$ cat src/design/iblm_ram.sv
// Generic single-port-write, single-port-read RAM with registered read.
// No dependencies.
`timescale 1ns / 1ps
module iblm_ram #(
  parameter int WIDTH = 8,
  parameter int DEPTH = 16
) (
  input  logic                     clk,
  input  logic                     we,
  input  logic [$clog2(DEPTH)-1:0] waddr,
  input  logic [WIDTH-1:0]         wdata,
  input  logic [$clog2(DEPTH)-1:0] raddr,
  output logic [WIDTH-1:0]         rdata
);
  logic [WIDTH-1:0] mem [DEPTH];

  // Write port and registered read port.
  always_ff @(posedge clk) begin
    if (we) begin
      mem[waddr] <= wdata;
    end
    rdata <= mem[raddr];
  end
endmodule
$ cat config.mk
export PLATFORM = sky130hd
export DESIGN_NAME = iblm_ram
export DESIGN_NICKNAME = d
export VERILOG_FILES = /design/src/design/iblm_ram.sv
export SDC_FILE = /design/constraint.sdc
export NUM_CORES = 1
export LEC_CHECK = 0
export ABC_AREA = 1
export ABC_CLOCK_PERIOD_IN_PS = 1200
export BUFFER_PORTS_ARGS = -buffer_cell sky130_fd_sc_hd__buf_2
export CORE_UTILIZATION = 40
export DETAILED_ROUTE_END_ITERATION = 10
export REMOVE_ABC_BUFFERS = 1
export SYNTH_ARGS = -nofsm -noshare
export SYNTH_HDL_FRONTEND = slang
export SYNTH_SLANG_ARGS = --single-unit
export TNS_END_PERCENT = 100
$ cat constraint.sdc
create_clock -name clk -period 1.2 [get_ports clk]
set_input_delay 0.3 -clock clk [delete_from_list [all_inputs] [get_ports clk]]
set_output_delay 0.3 -clock clk [all_outputs]
set_load 0.02 [all_outputs]
## Word-level counts from Yosys, hierarchy flattened

Memories as Yosys holds them, arrays and structs flattened. A register that Yosys moved wholly into a read port is not among the register bits.
Index checks and enable logic that the tools add are counted.

| word-level totals | value |
|---|---|
| ROM bits | 0 |
| input bits | 18 |
| bits in writable memories | 128 |
| memories | 1 |
| output and inout port bits | 8 |
| latch bits | 0 |
| bits in registers | 0 |
| logic and storage cells | 3 |

Memory list:

| name | words | width | rd ports | clocked after Yosys merged registers in | write ports | line | source |
|---|---|---|---|---|---|---|---|
| mem | 16 | 8 | 1 | 1 | 1 | 15 | `logic [WIDTH-1:0] mem [DEPTH];` |

| operators by class | value |
|---|---|
| $mul | 0 |
| equal/unequal tests | 0 |
| reduce and logical (&&, ||, !) cells | 0 |
| shifts and indexed selects | 0 |
| add/subtract/negate cells | 0 |
| bitwise gates (word level) | 0 |
| order comparisons | 0 |
| mux-type cells | 2 |
| div/mod/pow operators | 0 |

Operators by type and width:

| kind | count |
|---|---|
| 1-bit 2-to-1 mux | 2 |

## Longest topological paths before layout

| logic depth | value |
|---|---|
| depth after elaboration | 2 |
| gate-level depth with buffers | 8 |
| depth with buffers taken out | 7 |

## Least setup slack after synthesis

OpenSTA, ideal clock, no wires.

| timing path | value |
|---|---|
| path type | input -> register |
| start point | input port waddr[3] |
| end point | memory mem[4][0], enable pin |
| stages | 2 |
| slack | -0.051 ns |
| arrival | 0.881 ns |
| buffers on the path | 0 |
| cells stage by stage | nand3b_1 > nor2_1 |

RTL lines:

| what | line | source |
|---|---|---|
| start: declaration | 10 | `input logic [$clog2(DEPTH)-1:0] waddr,` |
| end: declaration | 15 |  |

No word-level cell before the write port.

## Worst setup path after layout

| timing path | value |
|---|---|
| start point | register rdata[4], read port of mem |
| end point | output port rdata[4] |

RTL lines:

| what | line | source |
|---|---|---|
| start: declaration | 13 | `output logic [WIDTH-1:0] rdata` |

No word-level cell between the ends.

==> results_dict.tcl <==
set metrics [dict create \
    status "finished clean" \
    synth_top_cell_area_share_pct 66.7 \
    synth_top_family_by_area "simple AND/OR/NAND/NOR gates" \
    synth_compound_gate_area_share_pct 0 \
    setup_viol 0 \
    crit_slowest_cell "dfxtp_2" \
    numClockSinks 136 \
    diodes 0 \
    critPathKind "reg2out" \
    wl_per_cell_microns 16.3 \
    synthCells 551 \
    critPathTopFamily "flip-flops" \
    cts_setup_buffers 0 \
    register_area_sq_um 4010 \
    multi_input_area_sq_um 1210 \
    critPathRequiredTime_ns 0.90 \
    ctsHoldBuffers 0 \
    ir_drop_uv 971 \
    core_sq_um 14000 \
    cts_tree "yes" \
    synthMuxAreaShare_pct 0 \
    switching_share_pct 21.7 \
    fmax_mhz 842 \
    grt_pass1_vias 3669 \
    worstPathCellList "buf_6" \
    h-tree-depth 4 \
    clock_path_buffers 2 \
    power_density_nw_per_um2 1630 \
    rows 43 \
    grtUsageTotal_pct 19.0 \
    ant_nets 0 \
    power_frac_clock_pct 45.7 \
    gp_congestion 0.820 \
    drive_gt1_share_pct 15.3 \
    initial_core_util_pct 41.2 \
    antenna_found_initial 0 \
    cts-root-buf "clkbuf_16" \
    synth.ff_latch_count 136 \
    postCtsResizedCells 11 \
    synth-xor-area-share_pct 0 \
    min_from "wdata[6]" \
    yosysUniqueCellTypes 12 \
    via_per_inst 4.89 \
    overflow 0 \
    dr.pass1.iters 5 \
    reg2regPathDepth 6 \
    p_seq_share_pct 47.6 \
    dieArea_sq_um 14900 \
    path_max_fanout 1 \
    rsz0062_at_grt "yes" \
    fp.dieW_microns 122 \
    drc 0 \
    nets 624 \
    fillers 1240 \
    maxSlewViolCount 0 \
    switching_power_uw 2450 \
    path_clk_slew_ns 0.06 \
    layout_commonest_cell "nand2_1" \
    tns_ns 0 \
    synth.area.top_cells "edfxtp_1 (67%), nand2_1 (11%), nand3_1 (8.4%)" \
    slew_headroom_pct 75.7 \
    numCtsBuffers 17 \
    total_power_uw 11300 \
    min_path_type "in2reg" \
    critPathBufInv 1 \
    grt_max_degree 31 \
    rr_endpoint "rdata[5]$_DFF_P_" \
    cap_viol_max_count 0 \
    synth-simple-area-share_pct 21.0 \
    wirelength_mm 13.0 \
    critPathArrivalTime_ns 0.89 \
    insertion_delay_ns 0.42 \
    grt_pass1_wl_mm 20.4 \
    io_buffers 25 \
    tightestPinTransition_ns 0.365 \
    cp-start-kind "flip-flop" \
    skew_ns 0.00446 \
    synthAdderAreaFrac_pct 0 \
    syn_area_per_cell_sq_um 10.5 \
    finalCriticalPeriod_ns 1.19 \
    die_h_microns 122 \
    combPwrFrac_pct 6.7 \
    placed_area_sq_um 6290 \
    cp-end-kind "primary output" \
    syn_area_sq_um 5770 \
    r2r_slack_ns 0.23 \
    finalCritPeriodShare_pct 99.0 \
    drt_iter0_drc 348 \
    setup_slack_ns 0.0120 \
    yosys_warnings 0 \
    vias 3908 \
    synth_top_area_cell "edfxtp_1" \
    p_int_uw 8820 \
    layout.cells.non_filler 799 \
    layout_common_cells "nand2_1 (173), edfxtp_1 (128), inv_1 (100)" \
    fin_area_sq_um 6920 \
    placed_cells 767 \
    cpPeakStageDelay_ns 0.35 \
    p_leak_uw 0.00301 \
    dp_slack_ns -0.122 \
    ios 26 \
    hold_end "mem[5][6]$_DFFE_PP_" \
    area_delta_synth_final_pct 20.1 \
    finalHoldViolCount 0 \
    timing.rr.start "mem[6][5]$_DFFE_PP_" \
    min_path_cells 1 \
    ys_seq_area_share_pct 69.4 \
    hpwl_mm 8.41 \
]
[power by group through the flow]
stage / Sequential [uW] / Clock [uW] / Combinational (uW)
6_report: 5360 / 5150 / 755
5_1_grt: 5360 / 5430 / 831
4_1_cts: 5350 / 5220 / 747
3_5_place_dp: 5440 / 0 / 726
3_3_place_gp: 5440 / 0 / 717
2_1_floorplan: 5470 / 0 / 287
[synth_stat cells]
library cell and instances:
nand3_1 97, inv_1 100, buf_2 13, buf_1 1, nor2_1 17, nand2_1 173
dfxtp_1 8, buf_6 6, inv_2 2, buf_4 4, nand3b_1 2, edfxtp_1 128
[registers in the layout, summed over array words and instances (netlist names)]
| signal | cells |
|---|---|
| rdata | 8 |
| mem | 128 |
[layout make-up]
class | count | share of cell area, %
repair buffers | 60 | 7.30
clock inverters | 14 | 2.28
well taps | 180 | 3.25
flip-flops and latches | 136 | 57.9
multi-input cells | 289 | 17.5
inverters | 102 | 5.53
clock buffers | 18 | 6.20
[metal layers]
layer,GRT usage [%],routed length [microns]
met4,6.94,174
met2,29.1,6340
met3,3.98,639
met5,0,0
met1,26.6,5860
[kinds of logic (layout without fill, tap and decap cells)]
kind of cell	Yosys count	in the layout
buffers and inverters	126	194
flip-flops	136	136
AND/OR/NAND/NOR	289	289
[worst max path at each step]
| stage | from | to | slack [ns] | cells after the start |
|---|---|---|---|---|
| after global placement | raddr[0] | rdata[5]$_DFF_P_ | -0.12 | 8 |
| after floorplan | raddr[0] | rdata[2]$_DFF_P_ | -0.08 | 6 |
| after global routing | rdata[2]$_DFF_P_ | rdata[2] | -0.02 | 1 |
| final | rdata[4]$_DFF_P_ | rdata[4] | 0.01 | 1 |
| after detailed placement | raddr[0] | rdata[5]$_DFF_P_ | -0.12 | 8 |
| after CTS | rdata[2]$_DFF_P_ | rdata[2] | -0.01 | 1 |
[metrics by stage]
step                      utilization, %  hold WS [ns]
after detailed placement            45.0         0.648
after CTS                           49.3         0.279
after global routing                49.5         0.282
final                               49.5         0.287
after global placement              45.0         0.648
after floorplan                        -         0.399
Note: power is estimated with default switching activity, not from simulation.
